<file path="src/uurp_pkg.sv">
// Shared types, constants and character helpers for the request path parser.
`timescale 1ns / 1ps
`default_nettype none

package uurp_pkg;

    localparam int CharWidth   = 8;
    localparam int KindWidth   = 2;
    localparam int FirstWidth  = 16;
    localparam int SecondWidth = 32;
    localparam int PosWidth    = 4;
    localparam int AmpWidth    = 2;

    localparam logic [KindWidth-1:0] KIND_INVALID = 2'd0;
    localparam logic [KindWidth-1:0] KIND_BEGIN   = 2'd1;
    localparam logic [KindWidth-1:0] KIND_WRITE   = 2'd2;
    localparam logic [KindWidth-1:0] KIND_END     = 2'd3;

    localparam logic [PosWidth-1:0] POS_MAX     = 4'd15;
    localparam logic [PosWidth-1:0] POS_PREFIX  = 4'd5;
    localparam logic [PosWidth-1:0] POS_END_LEN = 4'd4;
    localparam logic [PosWidth-1:0] POS_MIN_LEN = 4'd8;

    localparam logic [AmpWidth-1:0] AMP_MAX    = 2'd3;
    localparam logic [AmpWidth-1:0] AMP_FIRST  = 2'd1;
    localparam logic [AmpWidth-1:0] AMP_SECOND = 2'd2;

    localparam logic [CharWidth-1:0] CH_AMP   = 8'h26;
    localparam logic [CharWidth-1:0] CH_PLUS  = 8'h2B;
    localparam logic [CharWidth-1:0] CH_MINUS = 8'h2D;
    localparam logic [CharWidth-1:0] CH_SLASH = 8'h2F;
    localparam logic [CharWidth-1:0] CH_U     = 8'h75;
    localparam logic [CharWidth-1:0] CH_P     = 8'h70;
    localparam logic [CharWidth-1:0] CH_B     = 8'h62;
    localparam logic [CharWidth-1:0] CH_W     = 8'h77;
    localparam logic [CharWidth-1:0] CH_E     = 8'h65;
    localparam logic [CharWidth-1:0] CH_SPACE = 8'h20;
    localparam logic [CharWidth-1:0] CH_TAB   = 8'h09;
    localparam logic [CharWidth-1:0] CH_CR    = 8'h0D;
    localparam logic [CharWidth-1:0] CH_ZERO  = 8'h30;
    localparam logic [CharWidth-1:0] CH_NINE  = 8'h39;

    typedef struct packed {
        logic [CharWidth-1:0] char_byte;
        logic                 last_char;
    } char_item_t;

    typedef struct packed {
        logic [KindWidth-1:0]   request_kind;
        logic [FirstWidth-1:0]  first_value;
        logic [SecondWidth-1:0] second_value;
    } result_t;

    typedef enum logic [2:0] {
        PH_SKIP   = 3'b001,
        PH_DIGITS = 3'b010,
        PH_STOP   = 3'b100
    } phase_t;

    function automatic logic [CharWidth-1:0] begin_char(input logic [2:0] idx);
        logic [CharWidth-1:0] ch;
        unique case (idx)
            3'd0:    ch = CH_SLASH;
            3'd1:    ch = CH_U;
            3'd2:    ch = CH_P;
            3'd3:    ch = CH_B;
            3'd4:    ch = CH_AMP;
            default: ch = 8'h00;
        endcase
        return ch;
    endfunction

    function automatic logic [CharWidth-1:0] write_char(input logic [2:0] idx);
        logic [CharWidth-1:0] ch;
        unique case (idx)
            3'd0:    ch = CH_SLASH;
            3'd1:    ch = CH_U;
            3'd2:    ch = CH_P;
            3'd3:    ch = CH_W;
            3'd4:    ch = CH_AMP;
            default: ch = 8'h00;
        endcase
        return ch;
    endfunction

    function automatic logic [CharWidth-1:0] end_char(input logic [1:0] idx);
        logic [CharWidth-1:0] ch;
        unique case (idx)
            2'd0:    ch = CH_SLASH;
            2'd1:    ch = CH_U;
            2'd2:    ch = CH_P;
            default: ch = CH_E;
        endcase
        return ch;
    endfunction

    function automatic logic is_space(input logic [CharWidth-1:0] c);
        return (c == CH_SPACE) || ((c >= CH_TAB) && (c <= CH_CR));
    endfunction

    function automatic logic is_digit(input logic [CharWidth-1:0] c);
        return (c >= CH_ZERO) && (c <= CH_NINE);
    endfunction

endpackage

`default_nettype wire

</file>
<file path="src/uurp_in_stage.sv">
// Input register for incoming path characters.
`timescale 1ns / 1ps
`default_nettype none

module uurp_in_stage (
    input  wire logic                          aclk,
    input  wire logic                          aresetn,
    input  wire logic                          s_axis_tvalid,
    output logic                               s_axis_tready,
    input  wire logic [uurp_pkg::CharWidth-1:0] s_axis_tdata,
    input  wire logic                          s_axis_tlast,
    input  wire logic                          advance,
    output logic                               item_valid,
    output uurp_pkg::char_item_t               item
);

    logic                 valid_reg;
    logic                 valid_next;
    uurp_pkg::char_item_t item_reg;
    logic                 accept;

    assign s_axis_tready = !valid_reg || advance;
    assign accept        = s_axis_tvalid && s_axis_tready;

    always_comb begin
        valid_next = valid_reg;
        if (accept) begin
            valid_next = 1'b1;
        end else if (advance) begin
            valid_next = 1'b0;
        end
    end

    always_ff @(posedge aclk) begin
        if (!aresetn) begin
            valid_reg <= 1'b0;
        end else begin
            valid_reg <= valid_next;
        end
    end

    always_ff @(posedge aclk) begin
        if (accept) begin
            item_reg.char_byte <= s_axis_tdata;
            item_reg.last_char <= s_axis_tlast;
        end
    end

    assign item_valid = valid_reg;
    assign item       = item_reg;

endmodule

`default_nettype wire

</file>
<file path="src/uurp_parse.sv">
// Path parsing state and per-character update with result evaluation.
`timescale 1ns / 1ps
`default_nettype none

module uurp_parse (
    input  wire logic                 aclk,
    input  wire logic                 aresetn,
    input  wire logic                 step,
    input  wire uurp_pkg::char_item_t item,
    output uurp_pkg::result_t         result
);

    logic [uurp_pkg::PosWidth-1:0]    pos_reg,    pos_next;
    logic [2:0]                       alive_reg,  alive_next;
    logic [uurp_pkg::KindWidth-1:0]   kind_reg,   kind_next;
    logic [uurp_pkg::AmpWidth-1:0]    amp_reg,    amp_next;
    uurp_pkg::phase_t                 phase_reg,  phase_next;
    logic                             neg_reg,    neg_next;
    logic [uurp_pkg::FirstWidth-1:0]  first_reg,  first_next;
    logic [uurp_pkg::SecondWidth-1:0] second_reg, second_next;

    logic [uurp_pkg::CharWidth-1:0]   c;
    logic [uurp_pkg::FirstWidth-1:0]  first_digit;
    logic [uurp_pkg::SecondWidth-1:0] second_digit;

    assign c            = item.char_byte;
    assign first_digit  = {{(uurp_pkg::FirstWidth-4){1'b0}}, c[3:0]};
    assign second_digit = {{(uurp_pkg::SecondWidth-4){1'b0}}, c[3:0]};

    always_comb begin
        pos_next    = (pos_reg == uurp_pkg::POS_MAX) ? pos_reg : pos_reg + 4'd1;
        alive_next  = alive_reg;
        kind_next   = kind_reg;
        amp_next    = amp_reg;
        phase_next  = phase_reg;
        neg_next    = neg_reg;
        first_next  = first_reg;
        second_next = second_reg;

        if (pos_reg < uurp_pkg::POS_PREFIX) begin
            if (c != uurp_pkg::begin_char(pos_reg[2:0])) begin
                alive_next[0] = 1'b0;
            end
            if (c != uurp_pkg::write_char(pos_reg[2:0])) begin
                alive_next[1] = 1'b0;
            end
        end
        if (pos_reg < uurp_pkg::POS_END_LEN) begin
            if (c != uurp_pkg::end_char(pos_reg[1:0])) begin
                alive_next[2] = 1'b0;
            end
        end else begin
            alive_next[2] = 1'b0;
        end
        if (pos_reg == uurp_pkg::POS_END_LEN) begin
            if (alive_next[0]) begin
                kind_next = uurp_pkg::KIND_BEGIN;
            end else if (alive_next[1]) begin
                kind_next = uurp_pkg::KIND_WRITE;
            end
        end

        if (c == uurp_pkg::CH_AMP) begin
            if ((amp_reg == uurp_pkg::AMP_FIRST) && neg_reg) begin
                first_next = 16'd0 - first_reg;
            end
            if (amp_reg != uurp_pkg::AMP_MAX) begin
                amp_next = amp_reg + 2'd1;
            end
            phase_next = uurp_pkg::PH_SKIP;
            neg_next   = 1'b0;
        end else if ((amp_reg == uurp_pkg::AMP_FIRST) || (amp_reg == uurp_pkg::AMP_SECOND)) begin
            priority if ((phase_reg == uurp_pkg::PH_SKIP) && uurp_pkg::is_space(c)) begin
                phase_next = phase_reg;
            end else if ((phase_reg == uurp_pkg::PH_SKIP) &&
                         ((c == uurp_pkg::CH_PLUS) || (c == uurp_pkg::CH_MINUS))) begin
                neg_next   = (c == uurp_pkg::CH_MINUS);
                phase_next = uurp_pkg::PH_DIGITS;
            end else if ((phase_reg != uurp_pkg::PH_STOP) && uurp_pkg::is_digit(c)) begin
                phase_next = uurp_pkg::PH_DIGITS;
                if (amp_reg == uurp_pkg::AMP_FIRST) begin
                    first_next = {first_reg[12:0], 3'b000} + {first_reg[14:0], 1'b0}
                               + first_digit;
                end else begin
                    second_next = {second_reg[28:0], 3'b000} + {second_reg[30:0], 1'b0}
                                + second_digit;
                end
            end else begin
                phase_next = uurp_pkg::PH_STOP;
            end
        end
    end

    always_comb begin
        result.request_kind = uurp_pkg::KIND_INVALID;
        result.first_value  = '0;
        result.second_value = '0;
        if (alive_next[2] && (pos_next == uurp_pkg::POS_END_LEN)) begin
            result.request_kind = uurp_pkg::KIND_END;
        end else if ((kind_next != uurp_pkg::KIND_INVALID) &&
                     (pos_next >= uurp_pkg::POS_MIN_LEN) &&
                     (amp_next == uurp_pkg::AMP_SECOND)) begin
            result.request_kind = kind_next;
            result.first_value  = first_next;
            result.second_value = neg_next ? (32'd0 - second_next) : second_next;
        end
    end

    always_ff @(posedge aclk) begin
        if (!aresetn || (step && item.last_char)) begin
            pos_reg    <= '0;
            alive_reg  <= 3'b111;
            kind_reg   <= uurp_pkg::KIND_INVALID;
            amp_reg    <= '0;
            phase_reg  <= uurp_pkg::PH_SKIP;
            neg_reg    <= 1'b0;
            first_reg  <= '0;
            second_reg <= '0;
        end else if (step) begin
            pos_reg    <= pos_next;
            alive_reg  <= alive_next;
            kind_reg   <= kind_next;
            amp_reg    <= amp_next;
            phase_reg  <= phase_next;
            neg_reg    <= neg_next;
            first_reg  <= first_next;
            second_reg <= second_next;
        end
    end

endmodule

`default_nettype wire

</file>
<file path="src/update_request_uri_parser.sv">
// Top level of the update request path parser with its result register.
//
// Usage: path characters arrive on the s_axis channel, one per transfer, the
// character in s_axis_tdata[7:0] and s_axis_tlast high on the final one. On
// that final character one result transfer leaves on m_axis: the request
// kind (invalid, begin, write, end) in m_axis_tuser and the two decimal
// numbers in m_axis_tdata. Other characters give no result.
// Path: a final character is registered in the input stage and, once it advances,
// loads the result register that drives m_axis_tvalid.
// Throughput: one character per cycle unless a result waits on m_axis; each
// character is a small compare-and-accumulate step into the state registers.
// Reset: aresetn low for one edge clears both valid flags and the parser
// state; the next character starts a new path.
// Stall: while m_axis_tready is low with a result pending, the input
// register holds one character and s_axis_tready drops once it is full;
// no character or result is dropped.
`timescale 1ns / 1ps
`default_nettype none

module update_request_uri_parser (
    input  wire logic        aclk,
    input  wire logic        aresetn,
    input  wire logic        s_axis_tvalid,
    output logic             s_axis_tready,
    input  wire logic [7:0]  s_axis_tdata,  // [7:0] char_byte
    input  wire logic        s_axis_tlast,
    output logic             m_axis_tvalid,
    input  wire logic        m_axis_tready,
    output logic [47:0]      m_axis_tdata,  // [15:0] first_value, [47:16] second_value
    output logic [1:0]       m_axis_tuser   // [1:0] request_kind
);

    logic                 item_valid;
    uurp_pkg::char_item_t item;
    logic                 advance;
    uurp_pkg::result_t    result;
    uurp_pkg::result_t    out_reg;
    logic                 out_valid_reg;
    logic                 out_valid_next;
    logic                 load;

    assign advance = item_valid && (!out_valid_reg || m_axis_tready);
    assign load    = advance && item.last_char;

    uurp_in_stage u_in_stage (
        .aclk          (aclk),
        .aresetn       (aresetn),
        .s_axis_tvalid (s_axis_tvalid),
        .s_axis_tready (s_axis_tready),
        .s_axis_tdata  (s_axis_tdata),
        .s_axis_tlast  (s_axis_tlast),
        .advance       (advance),
        .item_valid    (item_valid),
        .item          (item)
    );

    uurp_parse u_parse (
        .aclk    (aclk),
        .aresetn (aresetn),
        .step    (advance),
        .item    (item),
        .result  (result)
    );

    always_comb begin
        out_valid_next = out_valid_reg;
        if (load) begin
            out_valid_next = 1'b1;
        end else if (m_axis_tready) begin
            out_valid_next = 1'b0;
        end
    end

    always_ff @(posedge aclk) begin
        if (!aresetn) begin
            out_valid_reg <= 1'b0;
        end else begin
            out_valid_reg <= out_valid_next;
        end
    end

    always_ff @(posedge aclk) begin
        if (load) begin
            out_reg <= result;
        end
    end

    assign m_axis_tvalid = out_valid_reg;
    assign m_axis_tdata  = {out_reg.second_value, out_reg.first_value};
    assign m_axis_tuser  = out_reg.request_kind;

endmodule

`default_nettype wire
</file>
<file path="config.mk">
export PLATFORM = sky130hd
export DESIGN_NAME = update_request_uri_parser
export DESIGN_NICKNAME = d
export VERILOG_FILES = /design/src/uurp_pkg.sv /design/src/uurp_in_stage.sv /design/src/uurp_parse.sv /design/src/update_request_uri_parser.sv
export SDC_FILE = /design/constraint.sdc
export NUM_CORES = 1
export LEC_CHECK = 0
export BUFFER_PORTS_ARGS = -buffer_cell sky130_fd_sc_hd__buf_2
export CAP_MARGIN = 10
export CORE_ASPECT_RATIO = 1.2
export CORE_MARGIN = 3
export CORE_UTILIZATION = 45
export CTS_BUF_LIST = sky130_fd_sc_hd__clkbuf_16
export DETAILED_ROUTE_END_ITERATION = 8
export SLEW_MARGIN = 20
export SYNTH_ARGS = -nofsm -noshare
export SYNTH_HDL_FRONTEND = slang
export SYNTH_SLANG_ARGS = --single-unit
</file>
<file path="constraint.sdc">
create_clock -name aclk -period 11.52 [get_ports aclk]
set_clock_uncertainty 0.05 [all_clocks]
set_input_delay 0.576 -clock aclk [delete_from_list [all_inputs] [get_ports aclk]]
set_output_delay 0.576 -clock aclk [all_outputs]
set_load 0.005 [all_outputs]
</file>
==> results.sh <==
export IMPL_power_frac_comb=0.102
export IMPL_synth_area_leader_cell="edfxtp_1"
export IMPL_cts_made_buffers=17
export IMPL_yosysSeqAreaShare=0.311
export IMPL_outcome="finished clean"
export IMPL_synth_edf_count=59
export IMPL_wl_per_cell_um=18.0
export IMPL_synthesis_area_um2=9890
export IMPL_slew_headroom=0.356
export IMPL_power_share_sequential=0.422
export IMPL_hold_violations=0
export IMPL_coreArea_um2=21300
export IMPL_max_cap_violations=0
export IMPL_tightest_slew_ns=0.963
export IMPL_ys_warn_count=0
export IMPL_syn_area_per_cell_um2=8.51
export IMPL_worst_setup_path_type="reg2reg"
export IMPL_antenna_found_initial=0
export IMPL_first_pass_iters=6
export IMPL_grt_pass1_vias=8542
export IMPL_start_kind="register"
export IMPL_avgViaCountPerCell=5.94
export IMPL_cts_resized=0
export IMPL_globalRouteOverflowTotal=0
export IMPL_cts_tree="built"
export IMPL_ys_ff_latch=124
export IMPL_largest_register_ffs=48
export IMPL_path_clk_slew_ns=0.06
export IMPL_finalSetupTns_ns=0
export IMPL_synthFlopType="dfxtp_1"
export IMPL_grt_pass1_wl_um=44200
export IMPL_grt_max_degree=64
export IMPL_routabilityCongestion=0.914
export IMPL_critPathArrivalTime_ns=5.13
export IMPL_slew_violations=0
export IMPL_die_area_um2=23800
export IMPL_drc_errors=0
export IMPL_power_internal_w=0.000864
export IMPL_dp_cells=1444
export IMPL_period_needed_ns=4.91
export IMPL_clk_latency_ns=0.42
export IMPL_ys_async_sr_fraction=0
export IMPL_fmax_mhz=204
export IMPL_synthTopCellsByArea="edfxtp_1, dfxtp_1, ha_1"
export IMPL_clkSinkCount=124
export IMPL_fin_util=0.516
export IMPL_setup_viol=0
export IMPL_die_y_um=168
export IMPL_nets=1306
export IMPL_cts_buffer_depth=2
export IMPL_post_synth_num_cell_types=94
export IMPL_syn_inst=1163
export IMPL_synth_top_cell_area_share=0.179
export IMPL_cts_htree_levels=4
export IMPL_p_total_w=0.00115
export IMPL_track_usage=0.227
export IMPL_vias=8771
export IMPL_min_path_type="in2reg"
export IMPL_ios=65
export IMPL_cts_root_buffer="clkbuf_16"
export IMPL_p_sw_frac=0.251
export IMPL_start_util=0.465
export IMPL_cts_hold_buffers=0
export IMPL_clkPwrFrac=0.476
export IMPL_period_share=0.426
export IMPL_post_cts_buffers=0
export IMPL_fp_row_count=58
export IMPL_switching_power_w=0.000290
export IMPL_p_leak_nw=4.36
export IMPL_required_ns=11.74
export IMPL_finish_instance_area_um2=11000
export IMPL_dp_hpwl_um=18400
export IMPL_fp_dieW_um=141
export IMPL_syn2layout_area_growth_pct=10.9
export IMPL_postRouteAntennaNets=0
export IMPL_port_buffers=64
export IMPL_drt_wl_total_um=26600
export IMPL_rsz0062_at_grt="no"
export IMPL_peakVddDrop_mv=0.103
export IMPL_power_density_nw_per_um2=105
export IMPL_drtIter0Drc=527
export IMPL_endpoint_kind="register"
export IMPL_instances_no_fill=1476
export IMPL_synth_nets=1276
export IMPL_layout_drive_gt1_share=0.123
export IMPL_antenna_cells=0
export IMPL_placed_cell_area_um2=10400
export IMPL_cp_max_fo=12
synth_stat cells, types with 14 or more instances:
master	instances
dfxtp_1	65
mux2i_1	14
ha_1	96
inv_1	30
o21ai_0	59
nor3_1	35
a21oi_1	90
nor2_1	153
a21o_1	20
and2_1	16
nand2_1	109
nand3_1	22
a211oi_1	29
xor2_1	19
edfxtp_1	59
xnor2_1	38
clkbuf_1	39
worst paths after layout:
| kind | start | to | slack, ns | cells past startpoint |
|---|---|---|---|---|
| max | u_in_stage.item[4] | m_axis_tdata[46] | 6.61 | 14 |
| min | s_axis_tdata[0] | u_in_stage.item[1] | 0.28 | 1 |
| max reg2reg | u_in_stage.item[4] | m_axis_tdata[46] | 6.61 | 14 |
| min reg2reg | u_parse.alive_reg[1] | u_parse.alive_reg[1] | 0.40 | 1 |
layout by cell type, fill, tap and decap left out, types with 6 or more instances in the layout:
cell type,netlist,routed
ha_1,96,96
o21a_1,13,13
a211oi_2,6,6
a211o_1,9,9
a21oi_1,90,90
mux2i_1,14,14
nor2b_1,10,10
clkbuf_16,0,18
nand2b_1,11,11
buf_4,1,7
nor2_1,153,153
buf_2,12,64
or4_1,7,7
nand2_1,109,108
o21ai_0,59,58
and3_1,9,9
nand3b_1,9,9
dfxtp_1,65,65
and2_1,16,15
xor2_1,19,19
o31ai_1,7,7
a21boi_0,6,6
edfxtp_1,59,59
a21o_1,20,20
nand4_1,7,7
nor4_1,13,12
xnor2_1,38,38
nor3_1,35,35
a211oi_1,29,29
nand3_1,22,22
a31oi_1,13,12
or3_1,11,11
inv_1,30,34
power groups by stage:
stage | clock (W) | combinational (W) | sequential, W
6_report | 0.000549 | 0.000117 | 0.000488
5_1_grt | 0.000577 | 0.000132 | 0.000490
4_1_cts | 0.000557 | 0.000117 | 0.000488
3_5_place_dp | 0 | 0.000116 | 0.000497
3_3_place_gp | 0 | 0.000116 | 0.000497
2_1_floorplan | 0 | 0.0000866 | 0.000491
kinds of logic (layout without fill, tap and decap cells):
family | Yosys count | after routing | synth area share
AO/OA/AOI/OAI | 336 | 336 | 0.240
XOR/XNOR | 58 | 58 | 0.0521
adder cells (fa/ha/maj) | 100 | 100 | 0.129
buffers and inverters | 90 | 133 | 0.0369
flip-flops | 124 | 124 | 0.311
multiplexers | 16 | 16 | 0.0164
AND/OR/NAND/NOR | 439 | 439 | 0.214
critical path: stages, from the launching register on:
cell       delay [ns]
edfxtp_1         0.60
inv_1            0.15
fa_1             0.55
inv_1            0.07
ha_1             0.31
a21oi_1          0.24
o211a_1          0.30
a211oi_2         0.14
or3_1            0.36
a31oi_1          0.55
o2111ai_1        0.39
nor2b_2          0.27
a31oi_1          0.21
or3_1            0.43
a21oi_1          0.15
through the flow:
step	setup WS, ns	hold WS, ns
2_1_floorplan	7.09	0.377
3_3_place_gp	6.76	0.385
3_5_place_dp	6.69	0.393
4_1_cts	6.64	0.266
5_1_grt	6.27	0.269
6_report	6.61	0.279
routing by layer:
layer  GRT usage  vias up  share of wire
met3      0.0304       33          0.048
li1            -     4372              -
met5           0        -              0
met1       0.293     4147           0.44
met4      0.0737        0          0.019
met2       0.391      219           0.49
cell type report:
class / instances / area (um^2)
fillers: 2058 / 10300
repair buffers: 71 / 373
well taps: 270 / 338
flip-flops and latches: 124 / 3070
inverters: 30 / 113
clock buffers: 18 / 450
multi-input cells: 949 / 6480
clock inverters: 14 / 139
Note: power is estimated with default switching activity, not from simulation.
